$ cat config.mk
export PLATFORM = sky130hd
export DESIGN_NAME = servo_feedback_fault_monitor_core_flat
export DESIGN_NICKNAME = d
export VERILOG_FILES = /design/src/rtl/sffm_pkg.sv /design/src/rtl/sffm_in_if.sv /design/src/rtl/sffm_out_if.sv /design/src/rtl/servo_feedback_fault_monitor_core.sv /design/src/rtl/sffm_serial_mul.sv /design/src/rtl/sffm_persist.sv /design/src/flat_wrapper.sv
export VERILOG_INCLUDE_DIRS = /design/src /design/src/rtl
export SDC_FILE = /design/constraint.sdc
export NUM_CORES = 2
export LEC_CHECK = 0
export BUFFER_PORTS_ARGS = -buffer_cell sky130_fd_sc_hd__buf_2
export CORE_MARGIN = 1.5
export CORE_UTILIZATION = 52
export CTS_CLUSTER_SIZE = 14
export DETAILED_ROUTE_END_ITERATION = 10
export HOLD_SLACK_MARGIN = 0.12
export PLACE_DENSITY = 0.69
export SYNTH_ARGS = -nofsm -noshare
export SYNTH_HDL_FRONTEND = slang
export SYNTH_HIERARCHICAL = 1
export SYNTH_SLANG_ARGS = --single-unit
export TNS_END_PERCENT = 30
$ cat constraint.sdc
create_clock -name i_clk -period 7.7 [get_ports i_clk]
set_clock_uncertainty 0.2 [all_clocks]
set_input_delay 1.925 -clock i_clk [delete_from_list [all_inputs] [get_ports i_clk]]
set_output_delay 1.925 -clock i_clk [all_outputs]
set_load 0.02 [all_outputs]
$ cat src/rtl/servo_feedback_fault_monitor_core_macros.svh
// Assertion helpers used by the monitor core.
`ifndef SERVO_FEEDBACK_FAULT_MONITOR_CORE_MACROS_SVH
`define SERVO_FEEDBACK_FAULT_MONITOR_CORE_MACROS_SVH

// Same-cycle implication, disabled while reset is low.
`define SFFM_ASSERT_IMPLY(label, clk, rst_n, ante, cons) \
    label: assert property (@(posedge clk) disable iff (!rst_n) (ante) |-> (cons)) \
        else $error("sffm: same-cycle check failed");

// Next-cycle implication, disabled while reset is low.
`define SFFM_ASSERT_NEXT(label, clk, rst_n, ante, cons) \
    label: assert property (@(posedge clk) disable iff (!rst_n) (ante) |=> (cons)) \
        else $error("sffm: next-cycle check failed");

`endif

$ cat src/rtl/sffm_pkg.sv
`timescale 1ns / 1ps
package sffm_pkg;

    localparam int COUNTER_BITS_DEF = 11;
    localparam int LIMIT_W          = 11;
    localparam int CFG_ADDR_W       = 5;

    // Serial multiplier geometry: signed multiplicand, unsigned multiplier.
    localparam int MUL_A_W   = 33;
    localparam int MUL_B_W   = 32;
    localparam int MUL_HI_W  = MUL_A_W + 1;
    localparam int MUL_CNT_W = $clog2(MUL_B_W + 1);

    localparam logic [MUL_CNT_W-1:0] MUL_STEPS_FULL = MUL_CNT_W'(MUL_B_W);
    localparam logic [MUL_CNT_W-1:0] MUL_STEPS_HALF = MUL_CNT_W'(MUL_B_W / 2);

    // Filter coefficients, Q0.16.
    localparam logic [MUL_B_W-1:0] ALPHA_POS = 32'd6554;
    localparam logic [MUL_B_W-1:0] ALPHA_VEL = 32'd1311;
    localparam logic [MUL_B_W-1:0] ALPHA_CUR = 32'd655;

    localparam logic signed [15:0] DRIVE_MAX = 16'sd16384;
    localparam logic signed [15:0] DRIVE_MIN = -16'sd16384;

    localparam logic signed [31:0] VEL_SAT_MAX = 32'sh7FFF_FFFF;
    localparam logic signed [31:0] VEL_SAT_MIN = 32'sh8000_0000;

    // Register reset values.
    localparam logic [31:0] POS_SCALE_RST     = 32'd6588397;
    localparam logic [31:0] VEL_SCALE_RST     = 32'd10053;
    localparam logic [14:0] CURRENT_LIMIT_RST = 15'd5000;
    localparam logic [14:0] COMMAND_MIN_RST   = 15'd8192;
    localparam logic [30:0] VEL_ERR_LIMIT_RST = 31'd91750;
    localparam logic [LIMIT_W-1:0] NE_LIMIT_RST = LIMIT_W'(500);
    localparam logic [LIMIT_W-1:0] WD_LIMIT_RST = LIMIT_W'(1000);
    localparam logic [LIMIT_W-1:0] OC_LIMIT_RST = LIMIT_W'(200);

    typedef enum logic [1:0] {
        CMD_TICK  = 2'd0,
        CMD_CLEAR = 2'd1,
        CMD_ZERO  = 2'd2
    } t_cmd;

    typedef enum logic [2:0] {
        REG_POS_SCALE     = 3'd0,
        REG_VEL_SCALE     = 3'd1,
        REG_CURRENT_LIMIT = 3'd2,
        REG_COMMAND_MIN   = 3'd3,
        REG_VEL_ERR_LIMIT = 3'd4,
        REG_NE_LIMIT      = 3'd5,
        REG_WD_LIMIT      = 3'd6,
        REG_OC_LIMIT      = 3'd7
    } t_reg_idx;

    typedef struct packed {
        logic                 start;
        logic [MUL_CNT_W-1:0] steps;
    } t_mul_req;

    typedef struct packed {
        logic clear;
        logic step;
        logic rearm;
    } t_persist_ctl;

endpackage

$ cat src/rtl/sffm_in_if.sv
`timescale 1ns / 1ps
interface sffm_in_if;
    logic               valid;
    logic               ready;
    logic [1:0]         cmd;
    logic signed [15:0] encoder_count;
    logic signed [15:0] current_sample;
    logic signed [15:0] drive_request;
    logic signed [31:0] target_velocity;
    logic               limit_pressed;

    modport source (
        output valid, cmd, encoder_count, current_sample, drive_request,
               target_velocity, limit_pressed,
        input  ready
    );

    modport sink (
        input  valid, cmd, encoder_count, current_sample, drive_request,
               target_velocity, limit_pressed,
        output ready
    );
endinterface

$ cat src/rtl/sffm_out_if.sv
`timescale 1ns / 1ps
interface sffm_out_if;
    logic               valid;
    logic               ready;
    logic signed [15:0] drive_out;
    logic [2:0]         fault_bits;
    logic signed [31:0] position_filtered;
    logic signed [31:0] velocity_filtered;
    logic signed [15:0] current_filtered;

    modport source (
        output valid, drive_out, fault_bits, position_filtered, velocity_filtered,
               current_filtered,
        input  ready
    );

    modport sink (
        input  valid, drive_out, fault_bits, position_filtered, velocity_filtered,
               current_filtered,
        output ready
    );
endinterface

$ cat src/rtl/servo_feedback_fault_monitor_core.sv
`timescale 1ns / 1ps
// Servo feedback fault monitor. A control tick (cmd 0) runs on the single bit-serial
// multiplier, which retires one multiplier bit per cycle: a tick needs two 32-bit
// scale products and three 16-bit filter products, followed by a fault-check state
// and an output state. Clear, zero and unused commands go from idle straight to the
// output state. The core works on one beat at a time: the input is ready only while
// the sequencer is idle, and a finished result waits in the output register, so a
// new input beat is taken while the previous result is still unclaimed; a beat
// stalls in its output state only if that result is still not taken. The user must
// write configuration through the APB port only while no beat is in flight; the block
// itself does not enforce this. pready is always high.
`include "servo_feedback_fault_monitor_core_macros.svh"
module servo_feedback_fault_monitor_core import sffm_pkg::*; #(
    parameter int COUNTER_BITS = COUNTER_BITS_DEF
) (
    input  logic                  i_clk,
    input  logic                  i_rst_n,
    sffm_in_if.sink               i_item,
    sffm_out_if.source            o_result,
    input  logic                  psel,
    input  logic                  penable,
    input  logic                  pwrite,
    input  logic [CFG_ADDR_W-1:0] paddr,
    input  logic [31:0]           pwdata,
    output logic [31:0]           prdata,
    output logic                  pready
);

    typedef enum logic [2:0] {
        S_IDLE,
        S_POS_MUL,
        S_POS_EMA,
        S_VEL_MUL,
        S_VEL_EMA,
        S_CUR_EMA,
        S_CHECK,
        S_DONE
    } t_state;

    // Configuration registers.
    logic [31:0]        r_pos_scale;
    logic [31:0]        r_vel_scale;
    logic [14:0]        r_current_limit;
    logic [14:0]        r_command_min;
    logic [30:0]        r_vel_err_limit;
    logic [LIMIT_W-1:0] r_ne_limit;
    logic [LIMIT_W-1:0] r_wd_limit;
    logic [LIMIT_W-1:0] r_oc_limit;

    // Sequencer and monitor state.
    t_state             r_state, n_state;
    logic [1:0]         r_cmd;
    logic signed [15:0] r_cur_sample;
    logic signed [15:0] r_drive_req;
    logic signed [31:0] r_target;
    logic               r_pressed;
    logic [15:0]        r_enc;
    logic signed [15:0] r_delta;
    logic [15:0]        r_prev_count;
    logic signed [31:0] r_pos_avg;
    logic signed [31:0] r_vel_avg;
    logic signed [31:0] r_cur_avg;
    logic [14:0]        r_last_drive;
    logic [2:0]         r_fault;

    // Output register.
    logic               r_out_valid;
    logic signed [15:0] r_out_drive;
    logic [2:0]         r_out_fault;
    logic signed [31:0] r_out_pos;
    logic signed [31:0] r_out_vel;
    logic signed [15:0] r_out_cur;

    logic accept;
    logic out_take;
    logic cfg_write;
    t_reg_idx cfg_idx;

    // Shared multiplier.
    t_mul_req                   mul_req;
    logic signed [MUL_A_W-1:0]  mul_a;
    logic        [MUL_B_W-1:0]  mul_b;
    logic                       mul_busy;
    logic signed [MUL_HI_W-1:0] mul_hi;
    logic        [MUL_B_W-1:0]  mul_lo;

    logic signed [31:0]        pos_sample;
    logic signed [31:0]        vel_sample;
    logic                      vel_fits;
    logic signed [31:0]        cur_wide;
    logic signed [MUL_A_W-1:0] pos_diff;
    logic signed [MUL_A_W-1:0] vel_diff;
    logic signed [MUL_A_W-1:0] cur_diff;

    // Fault checks.
    logic               stall_cond;
    logic               sign_differs;
    logic signed [32:0] tgt_err;
    logic [32:0]        tgt_err_abs;
    logic               wrong_dir_cond;
    logic [31:0]        cur_abs;
    logic               oc_cond;
    t_persist_ctl       ne_ctl, wd_ctl, oc_ctl;
    logic               ne_over, wd_over, oc_over;
    logic               clear_cmd;

    // Drive gating.
    logic signed [15:0] drive_sat;
    logic signed [15:0] drive_gated;
    logic signed [15:0] drive_result;
    logic [15:0]        drive_mag;

    assign accept    = i_item.valid && i_item.ready;
    assign out_take  = !r_out_valid || o_result.ready;
    assign cfg_write = psel && penable && pwrite && pready;
    assign cfg_idx   = t_reg_idx'(paddr[CFG_ADDR_W-1:2]);
    assign pready    = 1'b1;

    assign i_item.ready = (r_state == S_IDLE);

    sffm_serial_mul u_mul (
        .i_clk   (i_clk),
        .i_rst_n (i_rst_n),
        .i_req   (mul_req),
        .i_a     (mul_a),
        .i_b     (mul_b),
        .o_busy  (mul_busy),
        .o_hi    (mul_hi),
        .o_lo    (mul_lo)
    );

    // Full 32-step product is {hi, lo}; floor by 2^16 keeps its middle 32 bits.
    assign pos_sample = {mul_hi[15:0], mul_lo[31:16]};
    assign vel_fits   = (mul_hi == {MUL_HI_W{mul_lo[31]}});
    assign vel_sample = vel_fits ? mul_lo :
                        (mul_hi[MUL_HI_W-1] ? VEL_SAT_MIN : VEL_SAT_MAX);
    assign cur_wide   = {r_cur_sample, 16'h0000};
    assign pos_diff   = MUL_A_W'(pos_sample) - MUL_A_W'(r_pos_avg);
    assign vel_diff   = MUL_A_W'(vel_sample) - MUL_A_W'(r_vel_avg);
    assign cur_diff   = MUL_A_W'(cur_wide) - MUL_A_W'(r_cur_avg);

    // Sequencer: launch the next product in the cycle the previous one lands.
    always_comb begin
        n_state       = r_state;
        mul_req.start = 1'b0;
        mul_req.steps = MUL_STEPS_FULL;
        mul_a         = '0;
        mul_b         = '0;
        unique case (r_state)
            S_IDLE: begin
                if (accept) begin
                    if (i_item.cmd == CMD_TICK) begin
                        mul_req.start = 1'b1;
                        mul_a         = MUL_A_W'(i_item.encoder_count);
                        mul_b         = r_pos_scale;
                        n_state       = S_POS_MUL;
                    end else begin
                        n_state = S_DONE;
                    end
                end
            end
            S_POS_MUL: begin
                if (!mul_busy) begin
                    mul_req.start = 1'b1;
                    mul_req.steps = MUL_STEPS_HALF;
                    mul_a         = pos_diff;
                    mul_b         = ALPHA_POS;
                    n_state       = S_POS_EMA;
                end
            end
            S_POS_EMA: begin
                if (!mul_busy) begin
                    mul_req.start = 1'b1;
                    mul_a         = MUL_A_W'(r_delta);
                    mul_b         = r_vel_scale;
                    n_state       = S_VEL_MUL;
                end
            end
            S_VEL_MUL: begin
                if (!mul_busy) begin
                    mul_req.start = 1'b1;
                    mul_req.steps = MUL_STEPS_HALF;
                    mul_a         = vel_diff;
                    mul_b         = ALPHA_VEL;
                    n_state       = S_VEL_EMA;
                end
            end
            S_VEL_EMA: begin
                if (!mul_busy) begin
                    mul_req.start = 1'b1;
                    mul_req.steps = MUL_STEPS_HALF;
                    mul_a         = cur_diff;
                    mul_b         = ALPHA_CUR;
                    n_state       = S_CUR_EMA;
                end
            end
            S_CUR_EMA: begin
                if (!mul_busy) begin
                    n_state = S_CHECK;
                end
            end
            S_CHECK: begin
                n_state = S_DONE;
            end
            S_DONE: begin
                if (out_take) begin
                    n_state = S_IDLE;
                end
            end
        endcase
    end

    // Fault conditions, evaluated on the freshly updated averages.
    assign stall_cond   = (r_delta == 16'sd0) && (r_last_drive > r_command_min);
    assign sign_differs = ((r_vel_avg == 32'sd0) != (r_target == 32'sd0)) ||
                          ((r_vel_avg != 32'sd0) && (r_target != 32'sd0) &&
                           (r_vel_avg[31] != r_target[31]));
    assign tgt_err        = 33'(r_target) - 33'(r_vel_avg);
    assign tgt_err_abs    = tgt_err[32] ? -tgt_err : tgt_err;
    assign wrong_dir_cond = sign_differs && (tgt_err_abs > 33'(r_vel_err_limit));
    assign cur_abs        = r_cur_avg[31] ? -r_cur_avg : r_cur_avg;
    assign oc_cond        = cur_abs >= {1'b0, r_current_limit, 16'h0000};

    assign clear_cmd = accept && ((i_item.cmd == CMD_CLEAR) || (i_item.cmd == CMD_ZERO));

    always_comb begin
        ne_ctl.clear = clear_cmd;
        ne_ctl.step  = (r_state == S_CHECK);
        ne_ctl.rearm = 1'b0;
        wd_ctl       = ne_ctl;
        // Overcurrent counter starts over once its fault latches.
        oc_ctl       = ne_ctl;
        oc_ctl.rearm = 1'b1;
    end

    sffm_persist #(.COUNTER_BITS(COUNTER_BITS)) u_no_encoder (
        .i_clk   (i_clk),
        .i_rst_n (i_rst_n),
        .i_ctl   (ne_ctl),
        .i_cond  (stall_cond),
        .i_limit (r_ne_limit),
        .o_over  (ne_over)
    );

    sffm_persist #(.COUNTER_BITS(COUNTER_BITS)) u_wrong_dir (
        .i_clk   (i_clk),
        .i_rst_n (i_rst_n),
        .i_ctl   (wd_ctl),
        .i_cond  (wrong_dir_cond),
        .i_limit (r_wd_limit),
        .o_over  (wd_over)
    );

    sffm_persist #(.COUNTER_BITS(COUNTER_BITS)) u_overcurrent (
        .i_clk   (i_clk),
        .i_rst_n (i_rst_n),
        .i_ctl   (oc_ctl),
        .i_cond  (oc_cond),
        .i_limit (r_oc_limit),
        .o_over  (oc_over)
    );

    // Clamp the request, then drop it on any fault, when pushing into the limit, or for a non-tick command.
    always_comb begin
        if (r_drive_req > DRIVE_MAX) begin
            drive_sat = DRIVE_MAX;
        end else if (r_drive_req < DRIVE_MIN) begin
            drive_sat = DRIVE_MIN;
        end else begin
            drive_sat = r_drive_req;
        end
        if (r_fault != 3'b000) begin
            drive_gated = '0;
        end else if (r_pressed && drive_sat[15]) begin
            drive_gated = '0;
        end else begin
            drive_gated = drive_sat;
        end
        drive_result = (r_cmd == CMD_TICK) ? drive_gated : 16'sd0;
        drive_mag    = drive_gated[15] ? -drive_gated : drive_gated;
    end

    // Configuration writes.
    always_ff @(posedge i_clk) begin
        if (!i_rst_n) begin
            r_pos_scale     <= POS_SCALE_RST;
            r_vel_scale     <= VEL_SCALE_RST;
            r_current_limit <= CURRENT_LIMIT_RST;
            r_command_min   <= COMMAND_MIN_RST;
            r_vel_err_limit <= VEL_ERR_LIMIT_RST;
            r_ne_limit      <= NE_LIMIT_RST;
            r_wd_limit      <= WD_LIMIT_RST;
            r_oc_limit      <= OC_LIMIT_RST;
        end else if (cfg_write) begin
            unique case (cfg_idx)
                REG_POS_SCALE:     r_pos_scale     <= pwdata;
                REG_VEL_SCALE:     r_vel_scale     <= pwdata;
                REG_CURRENT_LIMIT: r_current_limit <= pwdata[14:0];
                REG_COMMAND_MIN:   r_command_min   <= pwdata[14:0];
                REG_VEL_ERR_LIMIT: r_vel_err_limit <= pwdata[30:0];
                REG_NE_LIMIT:      r_ne_limit      <= pwdata[LIMIT_W-1:0];
                REG_WD_LIMIT:      r_wd_limit      <= pwdata[LIMIT_W-1:0];
                REG_OC_LIMIT:      r_oc_limit      <= pwdata[LIMIT_W-1:0];
            endcase
        end
    end

    always_comb begin
        unique case (cfg_idx)
            REG_POS_SCALE:     prdata = r_pos_scale;
            REG_VEL_SCALE:     prdata = r_vel_scale;
            REG_CURRENT_LIMIT: prdata = 32'(r_current_limit);
            REG_COMMAND_MIN:   prdata = 32'(r_command_min);
            REG_VEL_ERR_LIMIT: prdata = 32'(r_vel_err_limit);
            REG_NE_LIMIT:      prdata = 32'(r_ne_limit);
            REG_WD_LIMIT:      prdata = 32'(r_wd_limit);
            REG_OC_LIMIT:      prdata = 32'(r_oc_limit);
        endcase
    end

    // Sequencer state, monitor state and the output register.
    always_ff @(posedge i_clk) begin
        if (!i_rst_n) begin
            r_state      <= S_IDLE;
            r_prev_count <= '0;
            r_pos_avg    <= '0;
            r_vel_avg    <= '0;
            r_cur_avg    <= '0;
            r_last_drive <= '0;
            r_fault      <= '0;
            r_out_valid  <= 1'b0;
        end else begin
            r_state <= n_state;

            if (accept) begin
                // Capture the beat; the delta uses the count of the previous tick.
                r_cmd        <= i_item.cmd;
                r_cur_sample <= i_item.current_sample;
                r_drive_req  <= i_item.drive_request;
                r_target     <= i_item.target_velocity;
                r_pressed    <= i_item.limit_pressed;
                r_enc        <= i_item.encoder_count;
                r_delta      <= i_item.encoder_count - r_prev_count;
                if (i_item.cmd == CMD_CLEAR) begin
                    r_fault <= '0;
                end
                if (i_item.cmd == CMD_ZERO) begin
                    r_fault      <= '0;
                    r_prev_count <= '0;
                    r_pos_avg    <= '0;
                end
            end

            // Filter updates: avg + floor(diff * alpha / 2^16), wrapped to 32 bits.
            if (!mul_busy) begin
                if (r_state == S_POS_EMA) begin
                    r_pos_avg <= r_pos_avg + mul_hi[31:0];
                end
                if (r_state == S_VEL_EMA) begin
                    r_vel_avg <= r_vel_avg + mul_hi[31:0];
                end
                if (r_state == S_CUR_EMA) begin
                    r_cur_avg <= r_cur_avg + mul_hi[31:0];
                end
            end

            // Latch any fault whose counter passed its limit this tick.
            if (r_state == S_CHECK) begin
                r_fault <= r_fault | {oc_over, wd_over, ne_over};
            end

            if (r_state == S_DONE && out_take) begin
                r_out_valid <= 1'b1;
                r_out_drive <= drive_result;
                r_out_fault <= r_fault;
                r_out_pos   <= r_pos_avg;
                r_out_vel   <= r_vel_avg;
                r_out_cur   <= r_cur_avg[31:16];
                if (r_cmd == CMD_TICK) begin
                    r_last_drive <= drive_mag[14:0];
                    r_prev_count <= r_enc;
                end
            end else if (o_result.ready) begin
                r_out_valid <= 1'b0;
            end
        end
    end

    assign o_result.valid             = r_out_valid;
    assign o_result.drive_out         = r_out_drive;
    assign o_result.fault_bits        = r_out_fault;
    assign o_result.position_filtered = r_out_pos;
    assign o_result.velocity_filtered = r_out_vel;
    assign o_result.current_filtered  = r_out_cur;

    `SFFM_ASSERT_IMPLY(a_idle_mul_quiet, i_clk, i_rst_n, r_state == S_IDLE, !mul_busy)
    `SFFM_ASSERT_IMPLY(a_mul_start_free, i_clk, i_rst_n, mul_req.start, !mul_busy)
    `SFFM_ASSERT_NEXT(a_fault_sticky, i_clk, i_rst_n, !clear_cmd, (r_fault & $past(r_fault)) == $past(r_fault))
    `SFFM_ASSERT_IMPLY(a_drive_needs_clean, i_clk, i_rst_n, o_result.valid && o_result.drive_out != 16'sd0, o_result.fault_bits == 3'b000)

endmodule

$ cat src/rtl/sffm_serial_mul.sv
`timescale 1ns / 1ps
module sffm_serial_mul import sffm_pkg::*; (
    input  logic                       i_clk,
    input  logic                       i_rst_n,
    input  t_mul_req                   i_req,
    input  logic signed [MUL_A_W-1:0]  i_a,
    input  logic        [MUL_B_W-1:0]  i_b,
    output logic                       o_busy,
    output logic signed [MUL_HI_W-1:0] o_hi,
    output logic        [MUL_B_W-1:0]  o_lo
);

    logic signed [MUL_A_W-1:0]  r_a;
    logic signed [MUL_HI_W-1:0] r_hi;
    logic        [MUL_B_W-1:0]  r_lo;
    logic        [MUL_CNT_W-1:0] r_cnt;

    logic signed [MUL_HI_W-1:0] addend;
    logic signed [MUL_HI_W-1:0] sum;

    // One multiplier bit per cycle, LSB first; the product shifts into r_lo.
    assign addend = r_lo[0] ? MUL_HI_W'(r_a) : '0;
    assign sum    = r_hi + addend;

    always_ff @(posedge i_clk) begin
        if (!i_rst_n) begin
            r_cnt <= '0;
        end else if (i_req.start) begin
            r_cnt <= i_req.steps;
            r_a   <= i_a;
            r_hi  <= '0;
            r_lo  <= i_b;
        end else if (r_cnt != '0) begin
            r_cnt <= r_cnt - 1'b1;
            r_hi  <= {sum[MUL_HI_W-1], sum[MUL_HI_W-1:1]};
            r_lo  <= {sum[0], r_lo[MUL_B_W-1:1]};
        end
    end

    assign o_busy = (r_cnt != '0);
    assign o_hi   = r_hi;
    assign o_lo   = r_lo;

endmodule

$ cat src/rtl/sffm_persist.sv
`timescale 1ns / 1ps
module sffm_persist import sffm_pkg::*; #(
    parameter int COUNTER_BITS = COUNTER_BITS_DEF
) (
    input  logic               i_clk,
    input  logic               i_rst_n,
    input  t_persist_ctl       i_ctl,
    input  logic               i_cond,
    input  logic [LIMIT_W-1:0] i_limit,
    output logic               o_over
);

    localparam int CMP_W = (COUNTER_BITS > LIMIT_W) ? COUNTER_BITS : LIMIT_W;

    logic [COUNTER_BITS-1:0] r_ticks;
    logic [COUNTER_BITS-1:0] ticks_up;
    logic [COUNTER_BITS-1:0] n_ticks;

    // Saturate at all ones; drop to zero as soon as the condition goes away.
    assign ticks_up = (&r_ticks) ? r_ticks : r_ticks + 1'b1;
    assign n_ticks  = i_cond ? ticks_up : '0;
    assign o_over   = CMP_W'(n_ticks) > CMP_W'(i_limit);

    always_ff @(posedge i_clk) begin
        if (!i_rst_n) begin
            r_ticks <= '0;
        end else if (i_ctl.clear) begin
            r_ticks <= '0;
        end else if (i_ctl.step) begin
            r_ticks <= (i_ctl.rearm && o_over) ? '0 : n_ticks;
        end
    end

endmodule

$ cat src/flat_wrapper.sv
// flat-port wrapper written by rule: the top's interface ports become plain ports
module servo_feedback_fault_monitor_core_flat import sffm_pkg::*;
#(
    parameter int COUNTER_BITS = COUNTER_BITS_DEF
)
  (i_clk, i_rst_n, psel, penable, pwrite, paddr, pwdata, prdata, pready, i_item_valid, i_item_cmd, i_item_encoder_count, i_item_current_sample, i_item_drive_request, i_item_target_velocity, i_item_limit_pressed, i_item_ready, o_result_valid, o_result_drive_out, o_result_fault_bits, o_result_position_filtered, o_result_velocity_filtered, o_result_current_filtered, o_result_ready);
  sffm_in_if i_item_i ();
  sffm_out_if o_result_i ();
  input  logic i_clk;
  input  logic i_rst_n;
  input  logic psel;
  input  logic penable;
  input  logic pwrite;
  input  logic [CFG_ADDR_W-1:0] paddr;
  input  logic [31:0] pwdata;
  output logic [31:0] prdata;
  output logic pready;
  input wire logic [$bits(i_item_i.valid)-1:0] i_item_valid;
  input wire logic [$bits(i_item_i.cmd)-1:0] i_item_cmd;
  input wire logic [$bits(i_item_i.encoder_count)-1:0] i_item_encoder_count;
  input wire logic [$bits(i_item_i.current_sample)-1:0] i_item_current_sample;
  input wire logic [$bits(i_item_i.drive_request)-1:0] i_item_drive_request;
  input wire logic [$bits(i_item_i.target_velocity)-1:0] i_item_target_velocity;
  input wire logic [$bits(i_item_i.limit_pressed)-1:0] i_item_limit_pressed;
  output wire logic [$bits(i_item_i.ready)-1:0] i_item_ready;
  output wire logic [$bits(o_result_i.valid)-1:0] o_result_valid;
  output wire logic [$bits(o_result_i.drive_out)-1:0] o_result_drive_out;
  output wire logic [$bits(o_result_i.fault_bits)-1:0] o_result_fault_bits;
  output wire logic [$bits(o_result_i.position_filtered)-1:0] o_result_position_filtered;
  output wire logic [$bits(o_result_i.velocity_filtered)-1:0] o_result_velocity_filtered;
  output wire logic [$bits(o_result_i.current_filtered)-1:0] o_result_current_filtered;
  input wire logic [$bits(o_result_i.ready)-1:0] o_result_ready;
  assign i_item_i.valid = i_item_valid;
  assign i_item_i.cmd = i_item_cmd;
  assign i_item_i.encoder_count = i_item_encoder_count;
  assign i_item_i.current_sample = i_item_current_sample;
  assign i_item_i.drive_request = i_item_drive_request;
  assign i_item_i.target_velocity = i_item_target_velocity;
  assign i_item_i.limit_pressed = i_item_limit_pressed;
  assign i_item_ready = i_item_i.ready;
  assign o_result_valid = o_result_i.valid;
  assign o_result_drive_out = o_result_i.drive_out;
  assign o_result_fault_bits = o_result_i.fault_bits;
  assign o_result_position_filtered = o_result_i.position_filtered;
  assign o_result_velocity_filtered = o_result_i.velocity_filtered;
  assign o_result_current_filtered = o_result_i.current_filtered;
  assign o_result_i.ready = o_result_ready;
  servo_feedback_fault_monitor_core #(.COUNTER_BITS(COUNTER_BITS)) u_core (.i_clk(i_clk), .i_rst_n(i_rst_n), .i_item(i_item_i), .o_result(o_result_i), .psel(psel), .penable(penable), .pwrite(pwrite), .paddr(paddr), .pwdata(pwdata), .prdata(prdata), .pready(pready));
endmodule
# ---- Word-level counts from Yosys, hierarchy flattened
# Cells that the tools add are included.
dict set report classes {
  reduce_logical 51
  n_eq_ne 26
  order_cmp 8
  bitwise_logic 3
  mux 66
  n_addsub 16
}
# op n
set ops {}
lappend ops {{$mux W32} 12}
lappend ops {{$pmux W32 S8} 1}
lappend ops {{$mux W33} 7}
lappend ops {{$pmux W33 S5} 1}
lappend ops {{$pmux W32 S5} 1}
lappend ops {{$sub A32 B32 Y33} 4}
lappend ops {{$mux W16} 8}
lappend ops {{$add A32 B32 Y32} 3}
lappend ops {{$mux W11} 8}
lappend ops {{$mux W34} 2}
lappend ops {{$logic_not A32 Y1} 2}
lappend ops {{$reduce_bool A32 Y1} 2}
lappend ops {{$mux W3} 12}
lappend ops {{$add A34 B34 Y34} 1}
lappend ops {{$eq A34 B34 Y1} 1}
lappend ops {{$add A11 B1 Y11 const B} 3}
lappend ops {{$gt A11 B11 Y1} 3}
lappend ops {{$gt A33 B31 Y1} 1}
lappend ops {{$neg A33 Y33} 1}
lappend ops {{$reduce_and A11 Y1} 3}
lappend ops {{$ge A32 B31 Y1} 1}
lappend ops {{$neg A32 Y32} 1}
lappend ops {{$reduce_and A2 Y1} 16}
lappend ops {{$eq A3 B3 Y1 const B} 8}
lappend ops {{35 further kinds} 68}
dict set report word_totals {
  word_cells 205
  regBits 628
  input_bits 127
}

# ---- Depth between registers and ports, before layout
dict set report depth {
  depth_word 9
  mapped_depth 37
  depth_no_buf 34
}

# ---- By module
# Netlist, hierarchy kept.
# module area_each_um2 n_inst cells_per_inst seq_area_each_um2
set by_module_without_submodules {}
lappend by_module_without_submodules {servo_feedback_fault_monitor_core 34201.6 1 4026 11791.3}
lappend by_module_without_submodules {sffm_serial_mul 6003.3 1 532 3062.9}
lappend by_module_without_submodules {{sffm_persist (u_core.u_no_encoder ...)} 1011.0 2 120 220.2}
lappend by_module_without_submodules {{sffm_persist (u_core.u_wrong_dir)} 979.7 1 122 220.2}

# ---- Least setup slack after synthesis
# OpenSTA, ideal clock, no wires.
dict set report synth_timing {
  kind {register to register}
  from {reg u_core.r_vel_avg[14]}
  to {reg u_core.r_fault[1]}
  arrival_ns 6.255
  stages_incl_launch_ff 38
  period_less_slack_ns 6.584
  slack_ns 1.116
  required_ns 7.371
  setup_ns 0.129
  path_cell_list {dfxtp_1 -> inv_1 -> ha_1 -> buf_2 -> o21ai_0 -> nand2b_1 -> o41ai_1 -> or4_1 -> o21a_1 -> nor2_1 -> a31oi_1 -> or2_2 -> clkbuf_1 -> clkbuf_1 -> nand2_1 -> o21ai_0 -> ha_1 -> nor2b_1 -> [... 2 more ...] -> o211ai_1 -> a21oi_1 -> a211oi_1 -> o21ai_0 -> a21oi_1 -> a221o_1 -> and4_1 -> a2111oi_2 -> clkbuf_1 -> o21ai_0 -> a31oi_1 -> ha_1 -> a41oi_1 -> o221ai_1 -> a21oi_1 -> nor2_1 -> a21oi_1 -> nor2_1}
}
dict set report synth_via {
  elab_chain_cells 9
}
# element line
set synth_lines {}
lappend synth_lines {{start: declaration} servo_feedback_fault_monitor_core.sv:61} ;# logic signed [31:0] r_vel_avg;
lappend synth_lines {{start signal: assignment} servo_feedback_fault_monitor_core.sv:360} ;# r_vel_avg <= r_vel_avg + mul_hi[31:0];
lappend synth_lines {{$sub A32 B32 Y33 / $reduce_bool A32 Y1 (equally long branches)} {servo_feedback_fault_monitor_core.sv:218, servo_feedback_fault_monitor_core.sv:216}}
lappend synth_lines {{$neg A33 Y33 / $logic_and A1 B1 Y1 (equally long branches)} {servo_feedback_fault_monitor_core.sv:219, servo_feedback_fault_monitor_core.sv:216}}
lappend synth_lines {{$mux W33 / $logic_and A1 B1 Y1 (equally long branches)} {servo_feedback_fault_monitor_core.sv:219, servo_feedback_fault_monitor_core.sv:216}}
lappend synth_lines {{$gt A33 B31 Y1 / $logic_or A1 B1 Y1 (equally long branches)} {servo_feedback_fault_monitor_core.sv:220, servo_feedback_fault_monitor_core.sv:215}}
lappend synth_lines {{$logic_and A1 B1 Y1 (*)} servo_feedback_fault_monitor_core.sv:220} ;# assign wrong_dir_cond = sign_differs && (tgt_err_abs > 33'(r_vel_err_limit));
lappend synth_lines {{named net u_core.wrong_dir_cond} servo_feedback_fault_monitor_core.sv:100} ;# logic wrong_dir_cond;
lappend synth_lines {{$mux W11 (*)} sffm_persist.sv:21} ;# assign n_ticks = i_cond ? ticks_up : '0;
lappend synth_lines {{$gt A11 B11 Y1 (*)} sffm_persist.sv:22} ;# assign o_over = CMP_W'(n_ticks) > CMP_W'(i_limit);
lappend synth_lines {{named net u_core.wd_over} servo_feedback_fault_monitor_core.sv:104} ;# logic ne_over, wd_over, oc_over;
lappend synth_lines {{$or A3 B3 Y3 (*)} servo_feedback_fault_monitor_core.sv:369} ;# r_fault <= r_fault | {oc_over, wd_over, ne_over};
lappend synth_lines {{$mux W3 (*)} servo_feedback_fault_monitor_core.sv:368} ;# if (r_state == S_CHECK) begin
lappend synth_lines {{end signal: assignment} servo_feedback_fault_monitor_core.sv:369}
lappend synth_lines {{end: declaration} servo_feedback_fault_monitor_core.sv:64} ;# logic [2:0] r_fault;
# The timed path passes the listed nets; every way through them passes the cells marked *.
# A chain may end at the register's enable or synchronous reset.

# ---- Final worst setup path
dict set report layout_timing {
  from {reg u_core.r_vel_avg[11]}
  to {reg u_core.r_fault[1]}
}
# The elaborated chain is that of the path after synthesis.

==> results.json <==
{
  "cts_hold_buf": 0,
  "die_h_um": 291.3,
  "crit_family": "compound AO/OA/AOI/OAI gates",
  "critPathLaunchType": "flip-flop",
  "num_rows": 105,
  "required_ps": 8030,
  "antenna_found_initial": 5,
  "place_ws_ps": 299.5,
  "clk_pin_slew_ps": 60,
  "drive_gt1_share_pct": 12.26,
  "io_pins": 261,
  "vias_per_cell": 6.136,
  "cts_sinks": 627,
  "wl_per_cell_um": 22.49,
  "overflow": 0,
  "min_path_type": "flip-flop to flip-flop",
  "cts_tree": "built",
  "fin_ws_ps": 358.7,
  "cp_data_arrival_time_ps": 7670,
  "synth_edf_count": 296,
  "diodes": 0,
  "p_total_mw": 16.28,
  "drt-initial-drc-count": 3295,
  "finalInstanceArea_um2": 48170,
  "peakVddDrop_uv": 225.0,
  "dieArea_um2": 84830,
  "p_per_area_nw_per_um2": 338.1,
  "p_leak_nw": 19.41,
  "synth_cells": 4920,
  "num_vias": 38340,
  "crit_cells": 31,
  "final-hold-violation-count": 0,
  "grt_pass1_wl_mm": 211.4,
  "clk_latency_ps": 640,
  "gp_congestion": 1.028,
  "drv_cap": 0,
  "max_stage_delay_ps": 460,
  "ant_nets": 0,
  "dpl.hpwl_mm": 107.4,
  "ys_async_sr_fraction_pct": 0,
  "synth_cell_types": 129,
  "ys_seq_area_share_pct": 35.91,
  "syn2layout_area_growth_pct": 11.49,
  "slew_headroom_pct": 13.56,
  "rr_worst_depth": 31,
  "synthFlopType": "dfxtp_1",
  "setup_violations": 0,
  "grt_pass1_vias": 35530,
  "dr.pass1.iters": 9,
  "die_w_um": 291.3,
  "regToRegSetupSlack_ps": 360,
  "grt_util_all_layers_pct": 32.17,
  "ys_ff_latch": 627,
  "slowest_stage": "or3b_4",
  "worst-setup-path-type": "flip-flop to flip-flop",
  "whs_path_depth": 2,
  "initial_core_util_pct": 52.62,
  "worst_pin_slew_ps": 1294,
  "path_buf_inv": 3,
  "end_kind": "flip-flop",
  "worstPathMaxFanout": 6,
  "io_buffers": 257,
  "root_buffer": "clkbuf_16",
  "fin_crit_ps": 7341,
  "synth_area_per_cell_um2": 8.782,
  "core_area_um2": 82110,
  "grt_start_max_net_pins": 95,
  "synth_warnings": 6,
  "final_cell_mix": "nand2_1, ha_1, dfxtp_1",
  "layout.nets": 5611,
  "finalHoldWorstSlack_ps": 266.0,
  "timing.fmax_mhz": 136.2,
  "drc_errors": 0,
  "min_period_over_period_pct": 95.34,
  "final_common_cell": "nand2_1",
  "syn_area_um2": 43210,
  "postPlaceCellArea_um2": 45490,
  "htree_levels": 3,
  "run_status": "finished clean",
  "slew_viol_final": 0,
  "cts_buffer_depth": 3,
  "cts_buffers": 73,
  "wl_mm": 140.5,
  "n_fill_cell": 7355
}
-- cell usage after synthesis, types with 32 or more instances --
cell      instances  share of area (%)
o21a_1           52               0.90
and3_1           50               0.72
a211oi_1         32               0.56
xor2_1          102                2.1
nor3_1           76               0.88
o211ai_1         45               0.78
nor2b_1          96                1.4
inv_1           266                2.3
a22oi_1          50               0.87
clkbuf_1        170                1.5
nor4_1           42               0.61
and2_1           88                1.3
nor2_1          301                2.6
nand3_1         135                1.6
nand4_1          62               0.90
ha_1            358                 10
mux2i_1          36               0.83
nand2b_1         58               0.84
o21ai_0         251                2.9
a21boi_0        149                2.6
dfxtp_1         331                 15
a22o_1           41               0.83
edfxtp_1        296                 21
nand2_1         670                5.8
a31oi_1          53               0.77
mux2_2           41                1.1
a21oi_1         294                3.4
a21o_1          123                2.1
xnor2_1         172                3.5
-- through the flow --
| stage | cells | util, % | TNS (ps) |
|---|---|---|---|
| floorplan | 4926 | - | 0 |
| global placement | 6106 | 55.41 | 0 |
| detailed placement | 6106 | 55.41 | 0 |
| CTS | 6241 | 58.50 | 0 |
| global route | 6248 | 58.66 | -67.68 |
| finish | 6248 | 58.66 | 0 |
-- layout make-up --
| type | count | area, um2 | area share, % |
|---|---|---|---|
| multi-input cells | 3813 | 25890 | 53.75 |
| flip-flops and latches | 627 | 15520 | 32.21 |
| clock buffers | 100 | 2101 | 4.361 |
| repair buffers | 335 | 1881 | 3.904 |
| well taps | 1070 | 1339 | 2.779 |
| inverters | 268 | 1006 | 2.088 |
| clock inverters | 35 | 437.9 | 0.9091 |
-- path summary, 6_finish.rpt --
path,from,to
max,u_core/r_vel_avg[11],u_core/r_fault[1]
min,u_core/r_command_min[10],u_core/r_command_min[10]
max reg2reg,u_core/r_vel_avg[11],u_core/r_fault[1]
min reg2reg,u_core/r_command_min[10],u_core/r_command_min[10]
-- power by group --
part / internal, mW / total [mW] / leakage (nW) / switching, mW
Sequential: 4.10 / 4.77 / 5.44 / 0.670
Combinational: 3.10 / 7.87 / 12.7 / 4.77
Clock: 2.14 / 3.65 / 1.23 / 1.50
-- layer usage --
layer / global-route usage (%) / vias up / routed length (um)
li1: - / 18220 / -
met1: 41.84 / 18310 / 58690
met2: 52.66 / 1499 / 65270
met3: 4.902 / 305 / 9592
met4: 14.74 / 8 / 6912
met5: 0 / - / 51
-- state kept, by name, summed over array words and instances (netlist names), 31 cells and up --
signal                             flops
u_core/u_mul/o_hi                     33
u_core/u_mul/r_a                      33
u_core/o_result.position_filtered     32
u_core/o_result.velocity_filtered     32
u_core/r_cur_avg                      32
u_core/r_pos_avg                      32
u_core/r_pos_scale                    32
u_core/r_target                       32
u_core/r_vel_avg                      32
u_core/r_vel_scale                    32
u_core/u_mul/o_lo                     32
u_core/r_vel_err_limit                31
-- worst register-to-register path, delay by kind of cell, from the launching register on --
kind	cells	cell delay [ps]
DFF	1	370
AOI/OAI and AO/OA	13	2600
xor gates and xnor gates	2	390
buffers and inverters	3	440
adders and majority gates	3	1030
and+or+nand+nor	10	2210
-- cells by family (layout without fill, tap and decap cells) --
| logic type | Yosys count | count (layout) | share of synthesized area, % |
|---|---|---|---|
| flip-flops | 627 | 627 | 35.91 |
| AND/OR/NAND/NOR | 1712 | 1712 | 19.16 |
| adder cells (fa/ha/maj) | 366 | 366 | 10.74 |
| buffers and inverters | 486 | 738 | 4.552 |
| other | 2 | 8 | 0.01738 |
| AO/OA/AOI/OAI | 1363 | 1363 | 21.57 |
| XOR/XNOR | 276 | 276 | 5.630 |
| multiplexers | 88 | 88 | 2.424 |
-- what timing repair did --
action / 4_1_cts / 5_1_grt
hold endpoints to repair: 0 / 0
endpoints found under the setup margin: 0 / 1
resized for setup: 0 / 17
setup buffers: 0 / 7
No activity file was read; power rests on OpenSTA's default activity.
